$ cat config.mk
export PLATFORM = sky130hd
export DESIGN_NAME = integer_mul_div_rem_sqrt
export DESIGN_NICKNAME = d
export VERILOG_FILES = /design/src/rtl/core/imdrs_pkg.sv /design/src/rtl/core/imdrs_step.sv /design/src/rtl/core/integer_mul_div_rem_sqrt.sv
export SDC_FILE = /design/constraint.sdc
export NUM_CORES = 1
export LEC_CHECK = 0
export BUFFER_PORTS_ARGS = -buffer_cell sky130_fd_sc_hd__buf_4
export CORE_ASPECT_RATIO = 1.2
export CORE_MARGIN = 2
export CORE_UTILIZATION = 35
export CTS_CLUSTER_DIAMETER = 50
export DETAILED_ROUTE_END_ITERATION = 6
export SYNTH_ARGS = -nofsm -noshare
export SYNTH_HDL_FRONTEND = slang
export SYNTH_HIERARCHICAL = 1
export SYNTH_SLANG_ARGS = --single-unit
export TNS_END_PERCENT = 50
$ cat constraint.sdc
create_clock -name clk_i -period 19.4 [get_ports clk_i]
set_input_delay 1.94 -clock clk_i [delete_from_list [all_inputs] [get_ports clk_i]]
set_output_delay 1.94 -clock clk_i [all_outputs]
set_load 0.02 [all_outputs]
$ cat src/rtl/core/imdrs_pkg.sv
`timescale 1ns / 1ps

package imdrs_pkg;

  // default operand width
  localparam int unsigned DataWidthDefault = 32;

  // operation codes
  typedef enum logic [1:0] {
    CmdMul  = 2'd0,
    CmdDiv  = 2'd1,
    CmdRem  = 2'd2,
    CmdSqrt = 2'd3
  } cmd_e;

  // error codes
  typedef enum logic [1:0] {
    ErrNone    = 2'd0,
    ErrDivZero = 2'd1,
    ErrNeg     = 2'd2,
    ErrUnused  = 2'd3
  } err_e;

endpackage

$ cat src/rtl/core/imdrs_step.sv
`timescale 1ns / 1ps

// one iteration of the shared add/subtract unit:
// multiply: msb-first shift-add, divide: restoring step, root: digit-pair step
module imdrs_step
  import imdrs_pkg::*;
#(
  parameter int unsigned DATA_WIDTH = DataWidthDefault
) (
  input  cmd_e                  op_i,
  input  logic [DATA_WIDTH-1:0] acc_i,
  input  logic [DATA_WIDTH-1:0] x_i,
  input  logic [DATA_WIDTH-1:0] y_i,
  output logic [DATA_WIDTH-1:0] acc_o,
  output logic [DATA_WIDTH-1:0] x_o,
  output logic [DATA_WIDTH-1:0] y_o
);

  localparam int unsigned W = DATA_WIDTH;

  logic [W+1:0] opnd1;
  logic [W+1:0] opnd2;
  logic         sub;
  logic [W+1:0] sum;
  logic         ge;

  // operand selection for the shared adder
  always_comb begin
    opnd1 = '0;
    opnd2 = '0;
    sub   = 1'b0;
    unique case (op_i) inside
      CmdMul: begin
        opnd1 = {2'b00, acc_i[W-2:0], 1'b0};
        opnd2 = x_i[W-1] ? {2'b00, y_i} : '0;
        sub   = 1'b0;
      end
      CmdDiv, CmdRem: begin
        opnd1 = {1'b0, acc_i, x_i[W-1]};
        opnd2 = {2'b00, y_i};
        sub   = 1'b1;
      end
      default: begin
        // remainder and root stay far below the word, so the top bits are zero
        opnd1 = {acc_i, x_i[W-1:W-2]};
        opnd2 = {y_i, 2'b01};
        sub   = 1'b1;
      end
    endcase
  end

  // shared adder / subtractor
  assign sum = sub ? (opnd1 - opnd2) : (opnd1 + opnd2);
  assign ge  = ~sum[W+1];

  // next register values
  always_comb begin
    acc_o = acc_i;
    x_o   = x_i;
    y_o   = y_i;
    unique case (op_i) inside
      CmdMul: begin
        acc_o = sum[W-1:0];
        x_o   = {x_i[W-2:0], 1'b0};
      end
      CmdDiv, CmdRem: begin
        acc_o = ge ? sum[W-1:0] : opnd1[W-1:0];
        x_o   = {x_i[W-2:0], ge};
      end
      default: begin
        acc_o = ge ? sum[W-1:0] : opnd1[W-1:0];
        x_o   = {x_i[W-3:0], 2'b00};
        y_o   = {y_i[W-2:0], ge};
      end
    endcase
  end

endmodule

$ cat src/rtl/core/integer_mul_div_rem_sqrt.sv
`timescale 1ns / 1ps

// channel    direction  handshake           payload
// command    in         start && !busy      command_i, operand_a_i, operand_b_i
// result     out        done_o (one cycle)  result_o, error_code_o
//
// multiply, divide and remainder process one bit per cycle, square root one
// digit pair per cycle, through the single shared add/subtract unit. operand
// errors skip the loop and go straight to the done_o cycle. busy rises after
// accept and stays high through the done_o cycle.
// reset returns the sequencer to idle; the receiver cannot stall results.
module integer_mul_div_rem_sqrt
  import imdrs_pkg::*;
#(
  parameter int unsigned DATA_WIDTH = DataWidthDefault
) (
  input  logic                         clk_i,
  input  logic                         rst_ni,
  input  logic                         start,
  output logic                         busy,
  input  logic [1:0]                   command_i,
  input  logic signed [DATA_WIDTH-1:0] operand_a_i,
  input  logic signed [DATA_WIDTH-1:0] operand_b_i,
  output logic                         done_o,
  output logic signed [DATA_WIDTH-1:0] result_o,
  output logic [1:0]                   error_code_o
);

  localparam int unsigned W       = DATA_WIDTH;
  localparam int unsigned SqIter  = DATA_WIDTH / 2;
  localparam int unsigned SqShift = DATA_WIDTH - 2 * SqIter;
  localparam int unsigned CntW    = $clog2(DATA_WIDTH);

  typedef enum logic [2:0] {
    StIdle = 3'b001,
    StRun  = 3'b010,
    StDone = 3'b100
  } state_e;

  state_e          state_q, state_d;
  cmd_e            cmd_q, cmd_d;
  err_e            err_q, err_d;
  logic [CntW-1:0] cnt_q, cnt_d;
  logic [W-1:0]    acc_q, acc_d;
  logic [W-1:0]    x_q, x_d;
  logic [W-1:0]    y_q, y_d;
  logic [W-1:0]    acc_step, x_step, y_step;
  logic            accept;
  cmd_e            cmd_in;
  err_e            err_in;

  assign accept = start && (state_q == StIdle);
  assign cmd_in = cmd_e'(command_i);

  // operand checks at accept
  always_comb begin
    err_in = ErrNone;
    case (cmd_in) inside
      CmdDiv, CmdRem: begin
        if (operand_b_i == '0) begin
          err_in = ErrDivZero;
        end else if (operand_a_i[W-1] || operand_b_i[W-1]) begin
          err_in = ErrNeg;
        end
      end
      CmdSqrt: begin
        if (operand_a_i[W-1]) begin
          err_in = ErrNeg;
        end
      end
      default: err_in = ErrNone;
    endcase
  end

  // shared iteration unit
  imdrs_step #(
    .DATA_WIDTH(DATA_WIDTH)
  ) u_step (
    .op_i (cmd_q),
    .acc_i(acc_q),
    .x_i  (x_q),
    .y_i  (y_q),
    .acc_o(acc_step),
    .x_o  (x_step),
    .y_o  (y_step)
  );

  // sequencer
  always_comb begin
    state_d = state_q;
    cmd_d   = cmd_q;
    err_d   = err_q;
    cnt_d   = cnt_q;
    acc_d   = acc_q;
    x_d     = x_q;
    y_d     = y_q;
    unique case (state_q)
      StIdle: begin
        if (accept) begin
          cmd_d = cmd_in;
          err_d = err_in;
          acc_d = '0;
          if (cmd_in == CmdSqrt) begin
            x_d   = operand_a_i << SqShift;
            y_d   = '0;
            cnt_d = CntW'(SqIter - 1);
          end else begin
            x_d   = operand_a_i;
            y_d   = operand_b_i;
            cnt_d = CntW'(W - 1);
          end
          state_d = (err_in == ErrNone) ? StRun : StDone;
        end
      end
      StRun: begin
        acc_d = acc_step;
        x_d   = x_step;
        y_d   = y_step;
        cnt_d = cnt_q - 1'b1;
        if (cnt_q == '0) begin
          state_d = StDone;
        end
      end
      StDone: begin
        state_d = StIdle;
      end
      default: state_d = StIdle;
    endcase
  end

  // control registers
  always_ff @(posedge clk_i or negedge rst_ni) begin
    if (!rst_ni) begin
      state_q <= StIdle;
      cmd_q   <= CmdMul;
      err_q   <= ErrNone;
      cnt_q   <= '0;
    end else begin
      state_q <= state_d;
      cmd_q   <= cmd_d;
      err_q   <= err_d;
      cnt_q   <= cnt_d;
    end
  end

  // datapath registers
  always_ff @(posedge clk_i) begin
    acc_q <= acc_d;
    x_q   <= x_d;
    y_q   <= y_d;
  end

  // result selection
  always_comb begin
    result_o = '0;
    if (err_q == ErrNone) begin
      case (cmd_q) inside
        CmdMul, CmdRem: result_o = acc_q;
        CmdDiv:         result_o = x_q;
        default:        result_o = y_q;
      endcase
    end
  end

  assign busy         = (state_q != StIdle);
  assign done_o       = (state_q == StDone);
  assign error_code_o = err_q;

endmodule
### Word level (Yosys, flattened, before mapping)

Cells that the tools add are included.

| operators by class | value |
|---|---|
| equality and inequality tests | 12 |
| bitwise gates (word level) | 1 |
| add/sub/neg operators | 3 |
| reductions and logical operators | 16 |
| multiplexer cells | 30 |

Operators by type and width:

| cell | number |
|---|---|
| 2-to-1 mux 32 bit | 11 |
| case mux 32 bit (2 select lines) | 4 |
| case mux 34 bit (2 select lines) | 2 |
| adder 34 bit | 1 |
| 2-to-1 mux 34 bit | 1 |
| subtractor 34 bit | 1 |
| logical NOT 32 bit | 1 |
| 2-to-1 mux 2 bit | 5 |
| 2-to-1 mux 5 bit | 2 |
| case mux 5 bit (2 select lines) | 1 |
| 2-to-1 mux 3 bit | 3 |
| equality test 2 bit, second input constant | 3 |
| logical NOT 2 bit | 3 |
| inequality test 2 bit, second input constant | 3 |
| case mux 3 bit (2 select lines) | 1 |
| AND reduction 2 bit | 3 |
| OR reduction 2 bit | 3 |
| logical NOT 5 bit | 1 |
| subtractor 5 x 1 -> 5 bit, second input constant | 1 |
| equality test 2 x 1 -> 1 bit, second input constant | 2 |
| equality test 3 x 1 -> 1 bit, second input constant | 1 |
| equality test 3 x 2 -> 1 bit, second input constant | 1 |
| equality test 3 bit, second input constant | 1 |
| inequality test 3 x 1 -> 1 bit, second input constant | 1 |
| other kinds (6) | 6 |

| storage, ports and cells | value |
|---|---|
| output and inout bits | 36 |
| bits of input ports | 69 |
| flip-flop bits (word level) | 108 |

### Logic depth before layout (Yosys ltp)

Gate-level depths: netlist of the first run.

| depth | value |
|---|---|
| word-level depth | 8 |
| mapped depth | 28 |
| depth with buffers taken out | 25 |

### By module

The synthesis of the first run kept the hierarchy.

Modules (own cells, without submodules):

| module | area an instance (µm²) | cells an instance | seq. area each (µm²) | instances |
|---|---|---|---|---|
| integer_mul_div_rem_sqrt | 5549.1 | 528 | 3184.3 | 1 |
| imdrs_step | 4749.6 | 653 | 0.0 | 1 |

### Worst setup path before layout of the first run

OpenSTA, ideal clock, no wires.

| timing | value |
|---|---|
| kind | reg-to-reg |
| start | reg cmd_q[0] |
| end | reg acc_q[10] (data pin) |
| arrival time | 5.959 ns |
| clock period less this slack | 6.213 ns |
| cell stages (with the launch flop) | 29 |
| path slack | 13.187 ns |
| buffers on the path | 8 |
| library setup time | 0.255 ns |
| data required time | 19.145 ns |
| cell sequence | dfrtp_1 -> ha_1 -> buf_6 -> buf_2 -> buf_1 -> buf_1 -> clkbuf_1 -> clkbuf_1 -> a21oi_1 -> ha_1 -> inv_1 -> a311oi_1 -> nor3b_1 -> and4b_1 -> and3_1 -> a41oi_1 -> xnor2_1 -> ha_1 -> clkbuf_1 -> nand3_1 -> nor4_1 -> a21o_1 -> a221o_1 -> a31oi_1 -> o21a_2 -> nor3_4 -> buf_6 -> mux2_4 -> and2_1 |

| on the way | value |
|---|---|
| cells in the longest elaborated chain, start to end | 8 |
| elaborated cells between the ends (all ways) | 12 |
| classes of those cells | add/sub: 2; eq/ne: 2; mux: 6; reduce/logical: 2 |

Ends and longest elaborated chain:

| element | line | RTL |
|---|---|---|
| start, declared | integer_mul_div_rem_sqrt.sv:41 | `cmd_e cmd_q, cmd_d;` |
| start signal, assigned | integer_mul_div_rem_sqrt.sv:135 | `cmd_q <= CmdMul;` |
| start signal, assigned | integer_mul_div_rem_sqrt.sv:140 | `cmd_q <= cmd_d;` |
| equality test 2 bit (no line) / equality test 2 x 1 -> 1 bit (equally long branches) | - |  |
| OR reduction 2 bit | imdrs_step.sv:32, imdrs_step.sv:61 |  |
| case mux 34 bit (2 select lines) | imdrs_step.sv:32 | `unique case (op_i) inside` |
| subtractor 34 bit / adder 34 bit (equally long branches) | imdrs_step.sv:53 | `assign sum = sub ? (opnd1 - opnd2) : (opnd1 + opnd2);` |
| 2-to-1 mux 34 bit | imdrs_step.sv:53 |  |
| 2-to-1 mux 32 bit | imdrs_step.sv:67, imdrs_step.sv:71 |  |
| 2-to-1 mux 32 bit (*) | - |  |
| via acc_step[10] | integer_mul_div_rem_sqrt.sv:47 | `logic [W-1:0] acc_step, x_step, y_step;` |
| case mux 32 bit (2 select lines) (*) | integer_mul_div_rem_sqrt.sv:97 | `unique case (state_q)` |
| end signal, assigned | integer_mul_div_rem_sqrt.sv:148 | `acc_q <= acc_d;` |
| end, declared | integer_mul_div_rem_sqrt.sv:44 | `logic [W-1:0] acc_q, acc_d;` |

The timed path passes the listed nets; every way through them passes the cells marked *.
A chain may end at the register's enable or synchronous reset.

### Worst setup path in the final report of the first run

| timing | value |
|---|---|
| start | reg cmd_q[0] |
| end | reg acc_q[0] (data pin) |

Same word-level chain as after synthesis.

==> results of run 1 <==
[synth_stat cells (17+ instances only)]
master,n
a22o_1,62
a31oi_1,17
a22oi_1,18
nor2_1,95
xnor2_1,41
ha_1,39
nand2b_1,31
mux2_4,29
and2_1,44
buf_1,17
mux2i_1,36
a21oi_1,50
nor3_1,18
mux2_2,24
nand2_1,178
clkbuf_1,39
edfxtp_1,96
a211oi_1,38
inv_1,28
o21ai_0,73
[cells in the final DEF, fill, tap and decap left out, types with 36 or more instances in the layout]
master	instances
edfxtp_1	96
a22o_1	62
and2_1	44
nor2_1	94
nand2_1	178
mux2i_1	36
o21ai_0	73
xnor2_1	41
a21oi_1	50
ha_1	38
a211oi_1	38
buf_4	115
[per-layer routing]
metal | share of wire, % | up-vias
met3 | 3.5 | 20
li1 | - | 4441
met4 | 0.96 | 0
met2 | 49 | 230
met5 | 0 | -
met1 | 47 | 4274
[path summary, 6_finish.rpt]
check | end | start | depth (start not counted)
min reg2reg | cnt_q[0] | cnt_q[0] | 1
min | cnt_q[0] | cnt_q[0] | 1
max | acc_q[0] | cmd_q[0] | 22
max reg2reg | acc_q[0] | cmd_q[0] | 22
min in group asynchronous | error_code_o[0] | rst_ni | 1
max in group asynchronous | state_q[0] | rst_ni | 1
[flip-flops by register name, summed over array words and instances, names as in the netlist]
name / count
x_q: 32
cnt_q: 5
y_q: 32
acc_q: 32
state_q: 3
cmd_q: 2
error_code_o: 2
[cells by family (layout without fill, tap and decap cells)]
| logic type | after synthesis | in the layout | synth area share (%) |
|---|---|---|---|
| AO/OA/AOI/OAI | 340 | 340 | 23.1 |
| XOR/XNOR | 56 | 56 | 4.76 |
| adder cells (fa/ha/maj) | 40 | 40 | 4.93 |
| buffers and inverters | 112 | 159 | 5.18 |
| flip-flops | 108 | 108 | 30.9 |
| multiplexers | 89 | 89 | 10.4 |
| AND/OR/NAND/NOR | 436 | 436 | 20.7 |
[area by class of cell]
| cell class | count | share of cell area (%) |
|---|---|---|
| flip-flops and latches | 108 | 27.6 |
| multi-input cells | 961 | 57.2 |
| repair buffers | 115 | 7.48 |
| inverters | 28 | 0.910 |
| well taps | 385 | 4.17 |
| clock inverters | 6 | 0.434 |
| clock buffers | 10 | 2.17 |
[through the flow]
step	util [%]	hold slack, ns
after floorplan	-	0.450
after global placement	39.0	0.464
after detailed placement	39.0	0.477
after CTS	40.0	0.505
after global routing	40.0	0.513
final	40.0	0.498
==> flow_summary.json, run 1 <==
{
  "synth_area_um2": 10300,
  "hold_violations": 0,
  "area_delta_synth_final_pct": 12.1,
  "dp_slack_ns": 11.43,
  "period_share_pct": 41.5,
  "end_kind": "flop",
  "io_buffers": 104,
  "drt-total-wl_mm": 30.3,
  "place_congestion": 0.941,
  "grtUsageMet3_pct": 1.79,
  "status": "finished, final reports clean",
  "yosys.area.top_type": "edfxtp_1",
  "post_cts_resized": 0,
  "regArea_um2": 3190,
  "setup_tns_ns": 0,
  "fin_area_um2": 11500,
  "clkTransAtPathRegs_ns": 0.08,
  "fmax_ghz": 0.124,
  "nFillCells": 2982,
  "cpPeakStageDelay_ns": 0.75,
  "rsz0062_at_grt": "false",
  "drc": 0,
  "ios": 105,
  "startpoint_type": "flop",
  "synth_top_area_share_pct": 28.0,
  "wl_per_cell_um": 18.8,
  "setup_ws_ns": 11.35,
  "routed_via_density": 5.56,
  "crit_arrival_ns": 8.17,
  "drive_above_1_share_pct": 17.6,
  "yosysWarnings": 6,
  "synth_ff_type": "edfxtp_1",
  "synth_edf_count": 96,
  "place_area_um2": 11200,
  "fin_crit_ns": 8.05,
  "finClkSkew_ns": 0.00678,
  "hp-class": "flop to flop",
  "clkLatencyLatePin_ns": 0.36,
  "cts_tree": "built",
  "clock_path_buffers": 2,
  "multiInputGateArea_um2": 6610,
  "cp_max_fo": 72,
  "r2r_slack_ns": 11.35,
  "tightest_slew_ns": 1.06,
  "cp.buffers_inverters": 4,
  "clock-root-buffer": "clkbuf_16",
  "fp-row-count": 68,
  "track_usage_pct": 19.5,
  "cts_setup_buffers": 0,
  "drt_iter0_drc": 797,
  "cts_buffers": 9,
  "cts.sinks": 108,
  "crit_family": "simple AND/OR/NAND/NOR gates",
  "ctsHoldBuffers": 0,
  "syn_avg_cell_area_um2": 8.72,
  "critPathKind": "flop to flop",
  "relSlewSlack_pct": 29.4,
  "antennaDiodeCount": 0,
  "setup_viol": 0,
  "nets": 1332,
  "hpwl_mm": 22.3,
  "htreeDepth": 3,
  "grt_pass1_wl_mm": 47.6,
  "use_met2_pct": 33.3,
  "ys_seq_area_share_pct": 30.9,
  "drtAntennaViolNets": 0,
  "path_common_cell": "buf_4",
  "cp_slowest_cell": "dfrtp_2",
  "fp.dieH_um": 192,
  "grt_antenna_before_repair": 0,
  "fin_cells": 1613,
  "start_util_pct": 35.7,
  "slew_violations": 0,
  "synth_area_leaders": "edfxtp_1, nand2_1, a22o_1",
  "postSynth.asyncResetShare_pct": 11.1,
  "synth.distinct_cells": 83,
  "synthCells": 1181,
  "vias": 8965,
  "place_inst": 1597,
  "required_ns": 19.52,
  "fp.coreArea_um2": 28800,
  "crit_chain": "buf_4 -> ha_4 -> buf_4 -> inv_1 -> a311oi_1 -> nor3b_1 -> and4b_1 -> and3_1 -> and2_1 -> nor2_1 -> xnor2_1 -> ha_1 -> a21oi_1 -> o2111ai_1 -> a21o_1 -> a221o_1 -> a31oi_1 -> nor3_2 -> nor3_4 -> buf_4 -> mux2_2 -> and2_1",
  "ys_ff_latch": 108,
  "die_area_um2": 30800,
  "grt-busiest-layer": "met2",
  "grt_pass1_vias": 8584,
  "use_met1_pct": 26.7,
  "maxCapViolCount": 0,
  "grt.overflow.total": 0,
  "dr.pass1.iters": 5,
  "grt_start_max_net_pins": 87,
  "syn_nets": 1290,
  "fp.dieW_um": 161
}
Power of run 1 is left out: the tool's default activity adds up to more than one toggle a clock period on the data nets, which glitch-free logic cannot reach.
==> inputs of run 2 (changes only) <==
==> constraint.sdc (replaced) <==
create_clock -name clk_i -period 6.95 [get_ports clk_i]
set_input_delay 0.695 -clock clk_i [delete_from_list [all_inputs] [get_ports clk_i]]
set_output_delay 0.695 -clock clk_i [all_outputs]
set_load 0.02 [all_outputs]
==> flow_summary.json, run 2 (synthesis gave the netlist of run 1 again) <==
{
  "place_congestion": 0.956,
  "critPathKind": "flop to flop",
  "drive_above_1_share_pct": 18.0,
  "setup_viol": 0,
  "htreeDepth": 3,
  "vias": 9151,
  "period_share_pct": 92.4,
  "final_common_cell": "nand2_1",
  "io_buffers": 104,
  "nFillCells": 2942,
  "required_ns": 7.09,
  "most-common-layout-cells": "nand2_1, buf_4, edfxtp_1, nor2_1, o21ai_0",
  "die_area_um2": 30800,
  "start_util_pct": 35.7,
  "startpoint_type": "flop",
  "cp_max_fo": 27,
  "hold_violations": 0,
  "cts.sinks": 108,
  "relSlewSlack_pct": 29.6,
  "maxCapViolCount": 0,
  "crit_arrival_ns": 6.56,
  "area_delta_synth_final_pct": 12.7,
  "end_kind": "flop",
  "tightest_slew_ns": 1.06,
  "drt-total-wl_mm": 30.4,
  "track_usage_pct": 19.5,
  "fp.coreArea_um2": 28800,
  "setup_tns_ns": 0,
  "grt_pass1_vias": 8803,
  "rsz0062_at_grt": "false",
  "multiInputGateArea_um2": 6610,
  "routed_via_density": 5.64,
  "cts_buffers": 9,
  "grt_antenna_before_repair": 0,
  "regArea_um2": 3190,
  "antennaDiodeCount": 0,
  "top_regs": "acc_q: 32 flops, x_q: 32 flops, y_q: 32 flops",
  "fin_crit_ns": 6.42,
  "clkTransAtPathRegs_ns": 0.08,
  "drtAntennaViolNets": 0,
  "nets": 1341,
  "fp-row-count": 68,
  "dr.pass1.iters": 5,
  "fp.dieW_um": 161,
  "reg2regPathDepth": 25,
  "hpwl_mm": 22.3,
  "clock_path_buffers": 2,
  "clkLatencyLatePin_ns": 0.37,
  "slew_violations": 0,
  "cts_tree": "built",
  "ios": 105,
  "grt_start_max_net_pins": 82,
  "fmax_ghz": 0.156,
  "finClkSkew_ns": 0.0136,
  "wl_per_cell_um": 18.8,
  "fp.dieH_um": 192,
  "grt.overflow.total": 0,
  "status": "finished, final reports clean",
  "drt_iter0_drc": 741,
  "drc": 0,
  "ctsHoldBuffers": 0,
  "clock-root-buffer": "clkbuf_16",
  "holdWs_ns": 0.167,
  "hp-class": "input pin to asynchronous set/reset pin",
  "grt_pass1_wl_mm": 48.1
}
## run 2: cell count changes in the layout (fill, tap and decap cells not counted), sizes merged
cell,before,now
clkinvlp,0,1
buf,115,124
clkinv,2,1
inv,32,30
clkbuf,10,11
bufinv,0,1
## run 2: cell type report
type	count	area share (%)
clock buffers	11	2.00
flip-flops and latches	108	27.5
well taps	385	4.15
inverters	28	0.905
repair buffers	124	8.02
clock inverters	5	0.506
multi-input cells	961	57.0
## run 2: worst max-delay path, cell delays in order (launching register included)
cell,delay (ns)
dfrtp_4,0.60
inv_1,0.08
ha_1,0.41
a21o_1,0.25
a21oi_1,0.23
ha_1,0.21
inv_1,0.05
a311oi_1,0.27
nor3b_1,0.23
buf_4,0.16
and4b_1,0.31
and3_1,0.24
and2_1,0.17
nor2_1,0.07
xnor2_1,0.15
ha_1,0.38
a21oi_1,0.27
o2111ai_1,0.19
a21o_1,0.19
a221o_1,0.34
a31oi_1,0.24
nor3_2,0.12
nor3_4,0.13
buf_4,0.38
mux2_2,0.38
and2_1,0.13
## run 2: routing by layer
layer	track usage, %	wire, µm	up-vias
met1	26.2	13700	4387
met2	32.7	14600	277
li1	-	-	4448
met3	2.29	1460	39
met5	0	0	-
met4	6.27	691	0
## run 2: what timing repair did
| action | CTS | global route |
|---|---|---|
| endpoints found under the setup margin | 0 | 27 |
| gates resized for setup | 0 | 2 |
| buffers inserted | 0 | 0 |
## run 2: through the flow
step | area (µm²) | util, % | instances | setup WS, ns
CTS | 11600 | 40.2 | 1622 | 0.515
floorplan | 10300 | - | 1181 | 0.737
finish | 11600 | 40.3 | 1622 | 0.527
global route | 11600 | 40.3 | 1622 | 0.0398
global placement | 11300 | 39.2 | 1606 | 0.750
detailed placement | 11300 | 39.2 | 1606 | 0.533
## run 2: path summary, 6_finish.rpt
check                         start    endpoint  slack, ns
max                        cmd_q[0]    acc_q[0]       0.53
min                          rst_ni    cnt_q[1]       0.17
max reg2reg                cmd_q[0]    acc_q[0]       0.53
min reg2reg                cnt_q[4]    cnt_q[4]       0.49
max in group asynchronous    rst_ni  state_q[0]       6.54
min in group clk_i         cnt_q[4]    cnt_q[4]       0.49
Power of run 2 is left out for the same reason.
==> inputs of run 3 (changes only) <==
--- a/config.mk
+++ b/config.mk
@@ -6,11 +6,14 @@
 export NUM_CORES = 1
 export LEC_CHECK = 0
 export BUFFER_PORTS_ARGS = -buffer_cell sky130_fd_sc_hd__buf_4
+export CELL_PAD_IN_SITES_DETAIL_PLACEMENT = 0
+export CELL_PAD_IN_SITES_GLOBAL_PLACEMENT = 1
 export CORE_ASPECT_RATIO = 1.2
 export CORE_MARGIN = 2
 export CORE_UTILIZATION = 35
 export CTS_CLUSTER_DIAMETER = 50
 export DETAILED_ROUTE_END_ITERATION = 6
+export PLACE_DENSITY_LB_ADDON = 0.1
 export SYNTH_ARGS = -nofsm -noshare
 export SYNTH_HDL_FRONTEND = slang
 export SYNTH_HIERARCHICAL = 1
==> flow_summary.json, run 3 (synthesis gave the netlist of run 1 again) <==
{
  "antennaDiodeCount": 0,
  "wl_per_cell_um": 20.5,
  "vias": 9064,
  "hp-class": "input pin to asynchronous set/reset pin",
  "io_buffers": 104,
  "area_delta_synth_final_pct": 12.9,
  "fin_cells": 1622,
  "required_ns": 7.09,
  "place_congestion": 0.869,
  "top_regs": "acc_q: 32 flops, x_q: 32 flops, y_q: 32 flops",
  "cts_tree": "built",
  "start_util_pct": 35.7,
  "drt-total-wl_mm": 33.3,
  "hold_violations": 0,
  "track_usage_pct": 21.6,
  "routed_via_density": 5.59,
  "fp-row-count": 68,
  "dr.pass1.iters": 5,
  "clock_path_buffers": 2,
  "setup_tns_ns": 0,
  "fp.dieH_um": 192,
  "most-common-layout-cells": "nand2_1, buf_4, edfxtp_1, nor2_1, o21ai_0",
  "drt_iter0_drc": 625,
  "setup_viol": 0,
  "ios": 105,
  "nFillCells": 2972,
  "status": "finished, final reports clean",
  "fp.coreArea_um2": 28800,
  "fp.dieW_um": 161,
  "end_kind": "flop",
  "grt.overflow.total": 0,
  "hpwl_mm": 24.9,
  "cp.buffers_inverters": 4,
  "cts_buffers": 9,
  "relSlewSlack_pct": 31.0,
  "drive_above_1_share_pct": 18.1,
  "fin_crit_ns": 6.32,
  "fmax_ghz": 0.158,
  "grt_pass1_vias": 8796,
  "crit_chain": "buf_4 -> ha_4 -> buf_4 -> mux2i_1 -> a21oi_1 -> nor3_2 -> buf_4 -> and2_1 -> nand2_1 -> a2111oi_2 -> a31oi_1 -> xnor2_1 -> ha_1 -> nand3_1 -> nor4_1 -> a21o_1 -> a221o_1 -> a31oi_1 -> o21a_2 -> nor3_4 -> buf_12 -> mux2_2 -> and2_1",
  "cts_setup_buffers": 0,
  "die_area_um2": 30800,
  "path_common_cell": "buf_4",
  "drtAntennaViolNets": 0,
  "crit_family": "compound AO/OA/AOI/OAI gates",
  "tightest_slew_ns": 1.04,
  "slew_violations": 0,
  "ctsHoldBuffers": 0,
  "nets": 1341,
  "critPathKind": "flop to flop",
  "clkTransAtPathRegs_ns": 0.09,
  "startpoint_type": "flop",
  "cp_slowest_cell": "a2111oi_2",
  "clock-root-buffer": "clkbuf_16",
  "rsz0062_at_grt": "false",
  "cts.sinks": 108,
  "post_cts_resized": 0,
  "grt_start_max_net_pins": 97,
  "period_share_pct": 91.0,
  "finClkSkew_ns": 0.0159,
  "cp_max_fo": 41,
  "drc": 0,
  "clkLatencyLatePin_ns": 0.38,
  "grt_pass1_wl_mm": 52.0,
  "cpPeakStageDelay_ns": 0.52,
  "final_common_cell": "nand2_1",
  "maxCapViolCount": 0,
  "crit_arrival_ns": 6.46,
  "htreeDepth": 3,
  "grt_antenna_before_repair": 0,
  "place_inst": 1606
}
run 3: per-stage QoR:
step                utilization (%)  area (µm²)  setup slack (ns)  hold slack [ns]
global placement               39.3       11300             0.761            0.474
floorplan                         -       10300             0.737            0.399
finish                         40.3       11600             0.628            0.162
CTS                            40.3       11600             0.589            0.153
detailed placement             39.3       11300             0.587            0.484
global route                   40.3       11600            0.0451            0.157
run 3: cell type report:
cell class	instances	area, µm²	share of cell area, %
inverter	28	105	0.904
tap	385	482	4.14
sequential	108	3190	27.4
timing repair buffer	124	943	8.12
clock inverter	6	70.1	0.603
clock buffer	10	229	1.97
multi-input combinational	961	6610	56.8
run 3: worst register-to-register path, stage by stage (launching register included):
cell and delay [ns]:
dfrtp_2 0.37, buf_4 0.27, ha_4 0.49, buf_4 0.35
mux2i_1 0.28, a21oi_1 0.16, nor3_2 0.17, buf_4 0.16
and2_1 0.22, nand2_1 0.09, a2111oi_2 0.52, a31oi_1 0.18
xnor2_1 0.18, ha_1 0.37, nand3_1 0.19, nor4_1 0.43
a21o_1 0.17, a221o_1 0.14, a31oi_1 0.06, o21a_2 0.27
nor3_4 0.19, buf_12 0.29, mux2_2 0.39, and2_1 0.14
run 3: routing by layer:
layer	vias up	global-route usage, %	wire [µm]
li1	4444	-	-
met5	-	0	0
met3	16	2.14	1150
met4	0	3.88	270
met2	210	35.0	15300
met1	4394	31.7	16600
run 3: final timing paths:
path / depth (start not counted) / from / to / slack (ns)
hold reg to reg: 1 / cnt_q[4] / cnt_q[4] / 0.50
setup reg to reg: 23 / cmd_q[1] / acc_q[0] / 0.63
max in group asynchronous: 1 / rst_ni / state_q[0] / 6.55
min in group clk_i: 1 / cnt_q[4] / cnt_q[4] / 0.50
hold / removal: 1 / rst_ni / cnt_q[1] / 0.16
setup / recovery: 23 / cmd_q[1] / acc_q[0] / 0.63
Power of run 3 is left out for the same reason.
